File: src/design/utse_pkg.sv
package utse_pkg;

  localparam int unsigned TS_LEN  = 24;
  localparam int unsigned POS_SAT = 25;

  localparam logic [7:0] CH_DASH  = 8'h2D;  // '-'
  localparam logic [7:0] CH_T     = 8'h54;  // 'T'
  localparam logic [7:0] CH_COLON = 8'h3A;  // ':'
  localparam logic [7:0] CH_DOT   = 8'h2E;  // '.'
  localparam logic [7:0] CH_Z     = 8'h5A;  // 'Z'
  localparam logic [7:0] CH_ZERO  = 8'h30;  // '0'
  localparam logic [7:0] CH_NINE  = 8'h39;  // '9'

  localparam int unsigned HOUR_MAX  = 23;
  localparam int unsigned MIN_MAX   = 59;
  localparam int unsigned SEC_MAX   = 59;
  localparam int unsigned MILLI_MAX = 999;

  // floor(x * RECIP25 / 2^17) equals floor(x / 25) for every x below 16384.
  localparam int unsigned RECIP25 = 5243;

  localparam int unsigned SEC_PER_HOUR = 3600;
  localparam int unsigned SEC_PER_MIN  = 60;
  localparam int unsigned SEC_PER_DAY  = 86400;
  localparam int unsigned YEAR_DAYS    = 365;
  localparam int unsigned YEAR_OFFSET  = 400;
  // Days from 0000-03-01 (shifted by one 400-year era) to the epoch, plus one
  // for the one-based day of month.
  localparam int unsigned DAY_BIAS = 719468 + 146097 + 1;

  localparam int unsigned EPOCH_W = 49;
  localparam int unsigned SECS_W  = 39;
  localparam int unsigned DAYS_W  = 24;

  typedef struct packed {
    logic take;    // a character beat is accepted
    logic ld1;     // snapshot the fields and clear the accumulators
    logic ld2;
    logic ld3;
    logic ld4;
    logic ld5;
    logic ld_out;  // write the result register
  } cmd_t;

  typedef struct packed {
    logic out_free;
  } sts_t;

  // Days before the month in a year that starts on March 1st.
  function automatic logic [8:0] month_base(input logic [3:0] mo);
    logic [8:0] r;
    unique case (mo)
      4'd1:    r = 9'd306;
      4'd2:    r = 9'd337;
      4'd3:    r = 9'd0;
      4'd4:    r = 9'd31;
      4'd5:    r = 9'd61;
      4'd6:    r = 9'd92;
      4'd7:    r = 9'd122;
      4'd8:    r = 9'd153;
      4'd9:    r = 9'd184;
      4'd10:   r = 9'd214;
      4'd11:   r = 9'd245;
      4'd12:   r = 9'd275;
      default: r = 9'd0;
    endcase
    return r;
  endfunction

  function automatic logic [4:0] month_days(input logic [3:0] mo, input logic leap);
    logic [4:0] r;
    unique case (mo)
      4'd2:                      r = leap ? 5'd29 : 5'd28;
      4'd4, 4'd6, 4'd9, 4'd11:   r = 5'd30;
      default:                   r = 5'd31;
    endcase
    return r;
  endfunction

endpackage

File: src/design/utc_timestamp_to_epoch_millis_unit.sv
// Takes one character beat per cycle while collecting a timestamp string.
// After the beat with tlast, a six-step sequencer computes the epoch time;
// the result beat becomes valid when the last step loads the result register,
// which waits while the output stalls. The input side is free again as
// soon as the result is loaded, even while that result waits to be taken.
// Reset (rst_ni, asynchronous, active low) empties the output and clears the collector.
module utc_timestamp_to_epoch_millis_unit (
  input  logic        clk_i,
  input  logic        rst_ni,
  input  logic        s_axis_tvalid,
  output logic        s_axis_tready,
  input  logic [7:0]  s_axis_tdata,   // [7:0] char_code
  input  logic        s_axis_tlast,   // last_char
  output logic        m_axis_tvalid,
  input  logic        m_axis_tready,
  output logic [55:0] m_axis_tdata,   // [48:0] epoch_ms, [55:49] zero
  output logic        m_axis_tuser    // [0] valid_res
);
  import utse_pkg::*;

  cmd_t        cmd;
  sts_t        sts;
  logic [48:0] ms;

  utse_ctrl u_ctrl (
    .clk_i     (clk_i),
    .rst_ni    (rst_ni),
    .in_vld_i  (s_axis_tvalid),
    .in_last_i (s_axis_tlast),
    .in_rdy_o  (s_axis_tready),
    .sts_i     (sts),
    .cmd_o     (cmd)
  );

  utse_datapath u_datapath (
    .clk_i     (clk_i),
    .rst_ni    (rst_ni),
    .cmd_i     (cmd),
    .sts_o     (sts),
    .char_i    (s_axis_tdata),
    .out_vld_o (m_axis_tvalid),
    .out_rdy_i (m_axis_tready),
    .out_ok_o  (m_axis_tuser),
    .out_ms_o  (ms)
  );

  assign m_axis_tdata = {7'd0, ms};

endmodule

File: src/design/utse_datapath.sv
module utse_datapath (
  input  logic                clk_i,
  input  logic                rst_ni,
  input  utse_pkg::cmd_t      cmd_i,
  output utse_pkg::sts_t      sts_o,
  input  logic [7:0]          char_i,
  output logic                out_vld_o,
  input  logic                out_rdy_i,
  output logic                out_ok_o,
  output logic [48:0]         out_ms_o
);
  import utse_pkg::*;

  // Character accumulators.
  logic [4:0]  pos_q, pos_d;
  logic        bad_q, bad_d;
  logic [13:0] yr_q, yr_d;
  logic [6:0]  mo_q, mo_d, dy_q, dy_d, hr_q, hr_d, mi_q, mi_d, sc_q, sc_d;
  logic [9:0]  ml_q, ml_d;

  // Epoch computation stages.
  logic [13:0] ysh_q, yraw_q;
  logic [8:0]  y25_q;
  logic [9:0]  doy_q;
  logic [16:0] hms_q;
  logic        rng_ok_q;
  logic [3:0]  mo_s_q;
  logic [6:0]  dy_s_q;
  logic [9:0]  ml_s_q;
  logic        leap_q;
  logic [6:0]  cent_q;
  logic [4:0]  quad_q;
  logic [21:0] ydays_q;
  logic        ok_q;
  logic [DAYS_W-1:0] days_q;
  logic signed [SECS_W-1:0] dsec_q, secs_q;

  logic        out_vld_q;
  logic        out_ok_q;
  logic [48:0] out_ms_q;

  function automatic logic [13:0] acc10(input logic [13:0] v, input logic [3:0] d);
    return 14'((v << 3) + (v << 1) + {10'd0, d});
  endfunction

  logic        sep_hit;
  logic [7:0]  sep_chr;
  logic        is_digit;
  logic [3:0]  digit;
  logic        examine;

  always_comb begin
    sep_hit = 1'b1;
    sep_chr = CH_DASH;
    unique case (pos_q)
      5'd4, 5'd7:   sep_chr = CH_DASH;
      5'd10:        sep_chr = CH_T;
      5'd13, 5'd16: sep_chr = CH_COLON;
      5'd19:        sep_chr = CH_DOT;
      5'd23:        sep_chr = CH_Z;
      default:      sep_hit = 1'b0;
    endcase
  end

  assign is_digit = (char_i >= CH_ZERO) && (char_i <= CH_NINE);
  assign digit    = 4'(char_i - CH_ZERO);
  assign examine  = cmd_i.take && (pos_q < 5'(TS_LEN));

  always_comb begin
    pos_d = pos_q;
    bad_d = bad_q;
    yr_d  = yr_q;
    mo_d  = mo_q;
    dy_d  = dy_q;
    hr_d  = hr_q;
    mi_d  = mi_q;
    sc_d  = sc_q;
    ml_d  = ml_q;
    if (cmd_i.ld1) begin
      pos_d = '0;
      bad_d = 1'b0;
      yr_d  = '0;
      mo_d  = '0;
      dy_d  = '0;
      hr_d  = '0;
      mi_d  = '0;
      sc_d  = '0;
      ml_d  = '0;
    end else if (cmd_i.take) begin
      if (pos_q < 5'(POS_SAT)) begin
        pos_d = pos_q + 5'd1;
      end
      if (examine) begin
        priority if (sep_hit) begin
          if (char_i != sep_chr) bad_d = 1'b1;
        end else if (!is_digit) begin
          bad_d = 1'b1;
        end else if (pos_q < 5'd4) begin
          yr_d = acc10(yr_q, digit);
        end else if (pos_q < 5'd7) begin
          mo_d = 7'(acc10({7'd0, mo_q}, digit));
        end else if (pos_q < 5'd10) begin
          dy_d = 7'(acc10({7'd0, dy_q}, digit));
        end else if (pos_q < 5'd13) begin
          hr_d = 7'(acc10({7'd0, hr_q}, digit));
        end else if (pos_q < 5'd16) begin
          mi_d = 7'(acc10({7'd0, mi_q}, digit));
        end else if (pos_q < 5'd19) begin
          sc_d = 7'(acc10({7'd0, sc_q}, digit));
        end else begin
          ml_d = 10'(acc10({4'd0, ml_q}, digit));
        end
      end
    end
  end

  always_ff @(posedge clk_i or negedge rst_ni) begin
    if (!rst_ni) begin
      pos_q <= '0;
      bad_q <= 1'b0;
      yr_q  <= '0;
      mo_q  <= '0;
      dy_q  <= '0;
      hr_q  <= '0;
      mi_q  <= '0;
      sc_q  <= '0;
      ml_q  <= '0;
    end else begin
      pos_q <= pos_d;
      bad_q <= bad_d;
      yr_q  <= yr_d;
      mo_q  <= mo_d;
      dy_q  <= dy_d;
      hr_q  <= hr_d;
      mi_q  <= mi_d;
      sc_q  <= sc_d;
      ml_q  <= ml_d;
    end
  end

  // Stage 1: snapshot, range checks, shifted year, year / 25.
  logic [26:0] y25_prod;
  logic        rng_ok_d;
  assign y25_prod = 27'(yr_q) * 27'(RECIP25);
  assign rng_ok_d = (pos_q == 5'(TS_LEN)) && !bad_q &&
                    (hr_q <= 7'(HOUR_MAX)) && (mi_q <= 7'(MIN_MAX)) &&
                    (sc_q <= 7'(SEC_MAX)) && (ml_q <= 10'(MILLI_MAX)) &&
                    (mo_q >= 7'd1) && (mo_q <= 7'd12) && (dy_q >= 7'd1);

  always_ff @(posedge clk_i) begin
    if (cmd_i.ld1) begin
      yraw_q   <= yr_q;
      ysh_q    <= 14'(yr_q + 14'(YEAR_OFFSET) - ((mo_q <= 7'd2) ? 14'd1 : 14'd0));
      y25_q    <= y25_prod[25:17];
      doy_q    <= 10'(month_base(mo_q[3:0])) + 10'(dy_q);
      hms_q    <= 17'(19'(hr_q) * 19'(SEC_PER_HOUR) + 19'(mi_q) * 19'(SEC_PER_MIN) +
                      19'(sc_q));
      rng_ok_q <= rng_ok_d;
      mo_s_q   <= mo_q[3:0];
      dy_s_q   <= dy_q;
      ml_s_q   <= ml_q;
    end
  end

  // Stage 2: leap year, century and 400-year counts, 365 * year.
  logic [13:0] r25;
  logic [24:0] cent_prod, quad_prod;
  logic        yz25;
  assign r25       = 14'(yraw_q - 14'(y25_q) * 14'd25);
  assign yz25      = (r25 == 14'd0);
  assign cent_prod = 25'(ysh_q[13:2]) * 25'(RECIP25);
  assign quad_prod = 25'(ysh_q[13:4]) * 25'(RECIP25);

  always_ff @(posedge clk_i) begin
    if (cmd_i.ld2) begin
      leap_q  <= ((yraw_q[1:0] == 2'd0) && !yz25) || ((yraw_q[3:0] == 4'd0) && yz25);
      cent_q  <= cent_prod[23:17];
      quad_q  <= quad_prod[21:17];
      ydays_q <= 22'(ysh_q) * 22'(YEAR_DAYS);
    end
  end

  // Stage 3: day count from the epoch and the day-of-month check.
  always_ff @(posedge clk_i) begin
    if (cmd_i.ld3) begin
      days_q <= DAYS_W'(ydays_q) + DAYS_W'(ysh_q[13:2]) - DAYS_W'(cent_q) +
                DAYS_W'(quad_q) + DAYS_W'(doy_q) - DAYS_W'(DAY_BIAS);
      ok_q   <= rng_ok_q && (dy_s_q <= {2'd0, month_days(mo_s_q, leap_q)});
    end
  end

  // Stage 4: days to seconds.
  logic signed [41:0] dsec_prod;
  assign dsec_prod = $signed(days_q) * $signed(18'(SEC_PER_DAY));

  always_ff @(posedge clk_i) begin
    if (cmd_i.ld4) begin
      dsec_q <= dsec_prod[SECS_W-1:0];
    end
  end

  // Stage 5: add the time of day.
  always_ff @(posedge clk_i) begin
    if (cmd_i.ld5) begin
      secs_q <= dsec_q + $signed({22'd0, hms_q});
    end
  end

  // Stage 6: seconds * 1000 as 1024 - 16 - 8, plus the milliseconds.
  logic [EPOCH_W-1:0] s49, ms_val;
  assign s49    = {{(EPOCH_W - SECS_W){secs_q[SECS_W-1]}}, secs_q};
  assign ms_val = (s49 << 10) - (s49 << 4) - (s49 << 3) + EPOCH_W'(ml_s_q);

  always_ff @(posedge clk_i or negedge rst_ni) begin
    if (!rst_ni) begin
      out_vld_q <= 1'b0;
    end else if (cmd_i.ld_out) begin
      out_vld_q <= 1'b1;
    end else if (out_rdy_i) begin
      out_vld_q <= 1'b0;
    end
  end

  always_ff @(posedge clk_i) begin
    if (cmd_i.ld_out) begin
      out_ok_q <= ok_q;
      out_ms_q <= ok_q ? ms_val : '0;
    end
  end

  assign sts_o.out_free = !out_vld_q || out_rdy_i;
  assign out_vld_o      = out_vld_q;
  assign out_ok_o       = out_ok_q;
  assign out_ms_o       = out_ms_q;

`ifndef SYNTHESIS
  a_clear_on_snapshot: assert property (@(posedge clk_i) disable iff (!rst_ni)
    cmd_i.ld1 |=> (pos_q == 5'd0) && !bad_q)
    else $error("accumulators not cleared after snapshot");
  a_invalid_is_zero: assert property (@(posedge clk_i) disable iff (!rst_ni)
    out_vld_q && !out_ok_q |-> out_ms_q == '0)
    else $error("invalid result carries a nonzero time");
  a_load_sets_valid: assert property (@(posedge clk_i) disable iff (!rst_ni)
    cmd_i.ld_out |=> out_vld_q)
    else $error("result load did not raise valid");
`endif

endmodule

File: src/design/utse_ctrl.sv
module utse_ctrl (
  input  logic           clk_i,
  input  logic           rst_ni,
  input  logic           in_vld_i,
  input  logic           in_last_i,
  output logic           in_rdy_o,
  input  utse_pkg::sts_t sts_i,
  output utse_pkg::cmd_t cmd_o
);
  import utse_pkg::*;

  localparam logic [2:0] COLLECT = 3'd0;
  localparam logic [2:0] CALC1   = 3'd1;
  localparam logic [2:0] CALC2   = 3'd2;
  localparam logic [2:0] CALC3   = 3'd3;
  localparam logic [2:0] CALC4   = 3'd4;
  localparam logic [2:0] CALC5   = 3'd5;
  localparam logic [2:0] CALC6   = 3'd6;

  logic [2:0] state_q, state_d;

  assign in_rdy_o = (state_q == COLLECT);

  always_comb begin
    state_d = state_q;
    cmd_o   = '0;
    unique case (state_q)
      COLLECT: begin
        cmd_o.take = in_vld_i;
        if (in_vld_i && in_last_i) state_d = CALC1;
      end
      CALC1: begin
        cmd_o.ld1 = 1'b1;
        state_d   = CALC2;
      end
      CALC2: begin
        cmd_o.ld2 = 1'b1;
        state_d   = CALC3;
      end
      CALC3: begin
        cmd_o.ld3 = 1'b1;
        state_d   = CALC4;
      end
      CALC4: begin
        cmd_o.ld4 = 1'b1;
        state_d   = CALC5;
      end
      CALC5: begin
        cmd_o.ld5 = 1'b1;
        state_d   = CALC6;
      end
      CALC6: begin
        // Wait here until the result register can take the new beat.
        if (sts_i.out_free) begin
          cmd_o.ld_out = 1'b1;
          state_d      = COLLECT;
        end
      end
      default: state_d = COLLECT;
    endcase
  end

  always_ff @(posedge clk_i or negedge rst_ni) begin
    if (!rst_ni) begin
      state_q <= COLLECT;
    end else begin
      state_q <= state_d;
    end
  end

`ifndef SYNTHESIS
  a_load_when_free: assert property (@(posedge clk_i) disable iff (!rst_ni)
    cmd_o.ld_out |-> sts_i.out_free)
    else $error("result loaded over a pending beat");
  a_hold_on_stall: assert property (@(posedge clk_i) disable iff (!rst_ni)
    (state_q == CALC6) && !sts_i.out_free |=> state_q == CALC6)
    else $error("left final step while output stalled");
  a_last_starts_calc: assert property (@(posedge clk_i) disable iff (!rst_ni)
    cmd_o.take && in_last_i |=> state_q == CALC1)
    else $error("last character did not start the computation");
`endif

endmodule

File: config.mk
export PLATFORM = sky130hd
export DESIGN_NAME = utc_timestamp_to_epoch_millis_unit
export DESIGN_NICKNAME = d
export VERILOG_FILES = /design/src/design/utse_pkg.sv /design/src/design/utc_timestamp_to_epoch_millis_unit.sv /design/src/design/utse_datapath.sv /design/src/design/utse_ctrl.sv
export SDC_FILE = /design/constraint.sdc
export NUM_CORES = 2
export LEC_CHECK = 0
export ABC_AREA = 1
export BUFFER_PORTS_ARGS = -buffer_cell sky130_fd_sc_hd__buf_2
export CORE_ASPECT_RATIO = 1.75
export CORE_MARGIN = 2
export CORE_UTILIZATION = 58
export DETAILED_ROUTE_END_ITERATION = 8
export GPL_ROUTABILITY_DRIVEN = 0
export GPL_TIMING_DRIVEN = 0
export PLACE_DENSITY = 0.87
export SLEW_MARGIN = 25
export SYNTH_ARGS = -nofsm -noshare
export SYNTH_HDL_FRONTEND = slang
export SYNTH_SLANG_ARGS = --single-unit
File: constraint.sdc
create_clock -name clk_i -period 4.6 [get_ports clk_i]
set_input_delay 0.23 -clock clk_i [delete_from_list [all_inputs] [get_ports clk_i]]
set_output_delay 0.23 -clock clk_i [all_outputs]
set_load 0.005 [all_outputs]
== Yosys cells after proc, flatten, opt, wreduce, memory -nomap -nowiden ==
Memories as Yosys holds them, arrays and structs flattened.
Index checks and enable logic that the tools add are counted.

* Register bits: 336
* Logic and storage cells: 258
* Memories: 1
* Bits in read-only memories: 144

* Magnitude comparators: 19
* $mul: 8
* Equality and inequality tests: 31
* Reductions and logical operators: 47
* Muxes and demuxes: 91
* Add/sub/neg operators: 31

{| class="wikitable"
|+ Memories
! name !! depth !! bits a word !! rd ports !! clocked after Yosys merged registers in !! write ports !! RTL line !! source
|-
| (name not given) || 16 || 9 || 1 || 0 || 0 || utse_pkg.sv:52 || <nowiki>unique case (mo)</nowiki>
|}

{| class="wikitable"
|+ Operators by type and width
! kind !! number
|-
| 2-to-1 mux 7 bit || 45
|-
| 2-to-1 mux 10 bit || 11
|-
| subtractor 49 bit || 2
|-
| 2-to-1 mux 14 bit || 6
|-
| adder 49 x 10 -> 49 bit || 1
|-
| adder 39 x 18 -> 39 bit || 1
|-
| adder 7 x 4 -> 7 bit || 5
|-
| adder 7 bit || 5
|-
| multiplier 24 x 11 -> 32 bit (second input constant) || 1
|-
| case mux 7 bit (4 select lines) || 1
|-
| subtractor 14 bit || 2
|-
| multiplier 14 x 13 -> 26 bit (second input constant) || 1
|-
| adder 24 x 10 -> 24 bit || 1
|-
| adder 24 x 5 -> 24 bit || 1
|-
| multiplier 12 x 13 -> 24 bit (second input constant) || 1
|-
| subtractor 24 x 20 -> 24 bit (second input constant) || 1
|-
| subtractor 24 x 7 -> 24 bit || 1
|-
| adder 22 x 12 -> 23 bit || 1
|-
| multiplier 10 x 13 -> 22 bit (second input constant) || 1
|-
| multiplier 14 x 9 -> 22 bit (second input constant) || 1
|-
| nonzero test 2 bit || 11
|-
| case mux 3 bit (7 select lines) || 1
|-
| equality test 5 bit (second input constant) || 4
|-
| < comparator 5 bit (second input constant) || 4
|-
| 60 further kinds || 118
|}

== Logic depth before layout (Yosys ltp) ==
* Word-level depth: 13
* Gate-level depth with buffers: 24

== Modules after synthesis ==
A second synthesis with hierarchy kept.

* Cells, all modules: 4561
* Area total of the unflattened synthesis: 39579.2 µm²

{| class="wikitable"
|+ By module, submodules not included
! module !! cells an instance !! area an instance (µm²) !! seq. area each (µm²) !! instances
|-
| utse_datapath || 4520 || 39312.7 || 9669.3 || 1
|-
| utse_ctrl || 33 || 210.2 || 75.1 || 1
|-
| utc_timestamp_to_epoch_millis_unit || 8 || 56.3 || 0.0 || 1
|}

== Worst setup path after synthesis ==
OpenSTA, ideal clock, no wires.

* Kind: register to register
* Start point: reg u_datapath.ysh_q[7]
* End point: reg u_datapath.cent_q[4] (data pin)
* Buffers on the path: 0
* Cell stages (with the launch flop): 20
* Slack: 0.026 ns
* Period minus slack after synthesis: 4.574 ns
* Library setup time: 0.261 ns
* Arrival time: 4.313 ns
* Path through: edfxtp_1 inv_1 fa_1 fa_1 inv_1 ha_1 fa_1 inv_1 fa_1 inv_1 ha_1 a21oi_1 nand3_1 a21oi_1 o21ai_0 nand2_1 a21oi_1 o21ai_0 nand2_1 xor2_1

* Word-level cells in the longest chain between the ends: 1

{| class="wikitable"
|+ RTL lines
! what !! RTL line !! source
|-
| start: declaration || utse_datapath.sv:22 || <nowiki>logic [13:0] ysh_q, yraw_q;</nowiki>
|-
| start signal: assignment || utse_datapath.sv:153 || <nowiki>ysh_q <= 14'(yr_q + 14'(YEAR_OFFSET) - ((mo_q <= 7'd2) ? 14'd1 : 14'd0));</nowiki>
|-
| multiplier 12 x 13 -> 24 bit || utse_datapath.sv:171 || <nowiki>assign cent_prod = 25'(ysh_q[13:2]) * 25'(RECIP25);</nowiki>
|-
| via u_datapath.cent_prod[21] || utse_datapath.sv:167 || <nowiki>logic [24:0] cent_prod, quad_prod;</nowiki>
|-
| end signal: assignment || utse_datapath.sv:177 || <nowiki>cent_q <= cent_prod[23:17];</nowiki>
|-
| end: declaration || utse_datapath.sv:31 || <nowiki>logic [6:0] cent_q;</nowiki>
|}

The timed path passes the listed nets, and every way through them passes these cells.
A chain may end at the register's enable or synchronous reset.

== Worst setup path after layout ==
* Start point: reg u_datapath.ysh_q[9]
* End point: reg u_datapath.cent_q[5] (data pin)

The elaborated chain is that of the path after synthesis.

==> out/qor_table.md <==
| Metric | Reported | Unit |
| --- | --- | --- |
| Slew Viols, Final | 0 | - |
| GR Util All Layers | 29.06 | % |
| Initial antenna violation count | 3 | - |
| Async SR Flop Fraction | 20.54 | % |
| Required time reported for the critical path endpoint | 4.98 | ns |
| DRC violation count after routing | 0 | - |
| Vias in the first global route | 34240 | - |
| Number of buffers created by CTS | 31 | - |
| Number of violations reported at the end of detailed-routing iteration 0 | 3430 | - |
| Combined area of the multi-input logic cells | 27290 | sq um |
| Run status | finished with violations | - |
| Fin worst setup slack | -0.6165 | ns |
| Mapped Cells | 4408 | - |
| Number of violations of the max-capacitance limit | 0 | - |
| Final critical delay including setup and external delays | 5.217 | ns |
| Post-synthesis sequential area ratio | 24.81 | % |
| Worst clock skew | 0.03901 | ns |
| Setup slack after placement | -0.8652 | ns |
| Most frequent cells in the layout | sky130_fd_sc_hd__inv_1, sky130_fd_sc_hd__ha_1, sky130_fd_sc_hd__nand2_1, sky130_fd_sc_hd__fa_1, sky130_fd_sc_hd__edfxtp_1 | - |
| Failing checks | negative setup slack | - |
| Reg-to-Reg End | u_datapath.cent_q[5] | - |
| Number of H-tree branching levels | 1 | - |
| Post-synth EDFFs | 267 | - |
| Pre-antenna DRT Iters | 7 | - |
| Netlist Area Pre-Place | 39270 | sq um |
| Worst Tran Pin Value | 1.016 | ns |
| CP Max Fanout | 4 | - |
| Final period util | 113.4 | % |
| Half-perimeter wire length of the detailed placement result | 76.61 | mm |
| Cell type group with the largest total delay on the critical path | adder cells | - |
| FP Rows | 126 | - |
| Crit path launch type | flop | - |
| Number of warnings reported in the yosys synthesis log | 0 | - |
| Clock-pin slew reported for the worst setup and hold paths after clock tree synthesis | 0.07 | ns |
| Overflow left after global routing | 0 | - |
| Worst setup slack for register-to-register paths | -0.62 | ns |
| Buffers added on ports | 64 | - |
| Chip Height | 348.2 | microns |
| Most Used Layer, Global Route | met2 | - |
| Count of pins on the block boundary | 72 | - |
| Met2 track demand over resource in global routing | 56.43 | % |
| Overall via count from detail_route | 35160 | - |
| Avg Inst Size Synth | 8.909 | sq um |
| Maximum root-to-sink buffer count | 3 | - |
| FF-to-FF Start | u_datapath.ysh_q[9] | - |
| Count of buffering cells on the critical path with inverters included | 5 | - |
| Pin count of the biggest net entering global routing | 69 | - |
| Library cell used as clock root buffer | sky130_fd_sc_hd__clkbuf_16 | - |
| Hold WC Path Type | in2async | - |
| Die Width | 200.7 | microns |
| Peak Freq | 0.1917 | GHz |
| Final-layout fill cell count | 4384 | - |
| Wire length of the first global-routing pass | 162.7 | mm |
| Clock insertion delay at the later pin of the skew report | 0.66 | ns |
| Area taken by flip-flops and latches | 9772 | sq um |
| Signed area change from the synthesized netlist to the final layout | 14.55 | % |
| Core box area | 67160 | sq um |
| CTS sink count | 336 | - |
| Number of nets in the layout | 5679 | - |
| Worst EP arrival | 5.60 | ns |
| Layout cells sized above 1 | 15.75 | % |
| Initial Util | 58.47 | % |
| Final count of hold timing violations | 0 | - |
| Per-cell via count in the routed design | 6.258 | - |
| Setup repair after global routing missed its margin | true | - |
| Netlist cell types | 65 | - |
| Detailed Route WL | 126.1 | mm |
| GR met3 Demand/Resource | 4.015 | % |
| FF-to-FF path depth | 17 | - |
| Type of element capturing the critical path | flop | - |
| Area of the die | 69890 | sq um |
| Most used flip-flop cell after synthesis | sky130_fd_sc_hd__edfxtp_1 | - |
| Met1 demand-to-capacity share in global routing | 26.16 | % |
| Detailed-route wire length per cell | 22.44 | microns |
| Worst max-slew margin expressed relative to the limit | 31.81 | % |
| Standard cell with the maximum stage delay on the critical path | sky130_fd_sc_hd__fa_1 | - |
| Number of register bits inferred by synthesis | 336 | - |
| Commonest non-fill, non-tap cell in the layout | sky130_fd_sc_hd__inv_1 | - |
| TritonCTS clock tree | done | - |
| Cell-by-cell listing of the critical path | buf_6 > ha_4 > inv_1 > fa_1 > inv_1 > fa_1 > inv_1 > fa_1 > fa_1 > inv_1 > ha_4 > nand2_4 > nor4_4 > o21ai_2 > nand2_2 > a21oi_2 > xor2_1 | - |
| Util after Layout | 66.99 | % |
| Type of the worst setup path | reg2reg | - |
| CP max stage delay | 0.63 | ns |
| Count of antenna-violating nets left after detailed routing | 0 | - |
| Final setup violation count | 44 | - |
## per-layer routing
metal / vias up / wire length [microns] / share of wire (%)
li1: 14870 / - / -
met2: 2738 / 62120 / 49
met5: - / 16 / 0.013
met3: 1286 / 11190 / 8.9
met4: 2 / 15700 / 12
met1: 16270 / 37070 / 29
## cell usage after synthesis (10+ instances only)
cell	number	area share (%)
sky130_fd_sc_hd__inv_2	17	0.16
sky130_fd_sc_hd__a21oi_1	292	3.7
sky130_fd_sc_hd__nor2_1	246	2.4
sky130_fd_sc_hd__o21ai_1	22	0.28
sky130_fd_sc_hd__nand4_1	35	0.56
sky130_fd_sc_hd__dfrtp_1	69	4.4
sky130_fd_sc_hd__o21ai_0	172	2.2
sky130_fd_sc_hd__nor3_1	47	0.60
sky130_fd_sc_hd__o21a_1	10	0.19
sky130_fd_sc_hd__a21o_1	24	0.46
sky130_fd_sc_hd__nor4_1	16	0.25
sky130_fd_sc_hd__nand2_2	29	0.46
sky130_fd_sc_hd__o31ai_1	11	0.21
sky130_fd_sc_hd__o21bai_1	18	0.34
sky130_fd_sc_hd__or2_2	10	0.16
sky130_fd_sc_hd__inv_1	1009	9.6
sky130_fd_sc_hd__nand3_2	10	0.25
sky130_fd_sc_hd__edfxtp_1	267	20
sky130_fd_sc_hd__xnor2_1	71	1.6
sky130_fd_sc_hd__fa_1	332	17
sky130_fd_sc_hd__a31oi_1	32	0.51
sky130_fd_sc_hd__xor2_1	146	3.3
sky130_fd_sc_hd__ha_1	640	20
sky130_fd_sc_hd__nand2_1	593	5.7
sky130_fd_sc_hd__nand3_1	134	1.7
## worst max path at each step
stage	end	start	depth (start not counted)	slack, ns
6_report	u_datapath.cent_q[5]	u_datapath.ysh_q[9]	17	-0.62
5_1_grt	u_datapath.cent_q[1]	u_datapath.ysh_q[9]	17	-0.66
3_3_place_gp	u_datapath.cent_q[4]	u_datapath.ysh_q[5]	19	-0.76
4_1_cts	u_datapath.cent_q[6]	u_datapath.ysh_q[10]	16	-0.07
3_5_place_dp	u_datapath.cent_q[4]	u_datapath.ysh_q[5]	19	-0.87
2_1_floorplan	u_datapath.cent_q[4]	u_datapath.ysh_q[7]	19	0.03
## per-stage QoR
stage	instance area (sq um)	hold slack [ns]	std cells	setup TNS, ns
2_1_floorplan	39300	-0.06559	4415	0
6_report	44990	0.06930	5618	-10.80
4_1_cts	42890	0.01303	5516	-0.2523
5_1_grt	44980	0.1286	5614	-13.89
3_5_place_dp	40940	0.2190	5387	-15.36
3_3_place_gp	40740	0.4048	5375	-10.89
## logic make-up after synthesis
group,count (synthesis),synth area share [%]
and+or+nand+nor,1165,12.99
buffers and inverters,1049,10.17
adders and majority gates,972,37.31
AOI/OAI and AO/OA,668,9.861
DFF,336,24.81
xor gates and xnor gates,217,4.840
other,1,0.009549
## timing repair
| action | 4_1_cts | 5_1_grt |
|---|---|---|
| resized for setup | 114 | 295 |
| hold buffers | 4 | 0 |
| endpoints found under the setup margin | 47 | 54 |
| cloned | 0 | 0 |
| buffers inserted | 68 | 99 |
| endpoints found under the hold margin | 73 | 0 |
| pin swaps | 41 | 127 |
## final cells by class
| cell class | instances | share of cell area [%] |
|---|---|---|
| multi-input cells | 3030 | 60.67 |
| clock inverters | 25 | 0.3477 |
| repair buffers | 247 | 4.080 |
| well taps | 896 | 2.492 |
| diodes | 4 | 0.02225 |
| clock buffers | 32 | 1.733 |
| inverters | 1027 | 8.630 |
| flip-flops and latches | 336 | 21.72 |
| plain buffers | 21 | 0.3059 |
## flip-flops by register name, indices dropped and copies added, names as in the netlist, 9 cells and up
| register | flops |
|---|---|
| u_datapath.hms_q | 17 |
| u_datapath.secs_q | 39 |
| u_datapath.doy_q | 10 |
| u_datapath.dsec_q | 32 |
| u_datapath.ml_q | 10 |
| u_datapath.ml_s_q | 10 |
| u_datapath.out_ms_o | 49 |
| u_datapath.ysh_q | 14 |
| u_datapath.days_q | 24 |
| u_datapath.yraw_q | 14 |
| u_datapath.y25_q | 9 |
| u_datapath.yr_q | 14 |
| u_datapath.ydays_q | 22 |
Power is left out: the tool's default activity adds up to more than one toggle a clock period on the data nets, which glitch-free logic cannot reach.
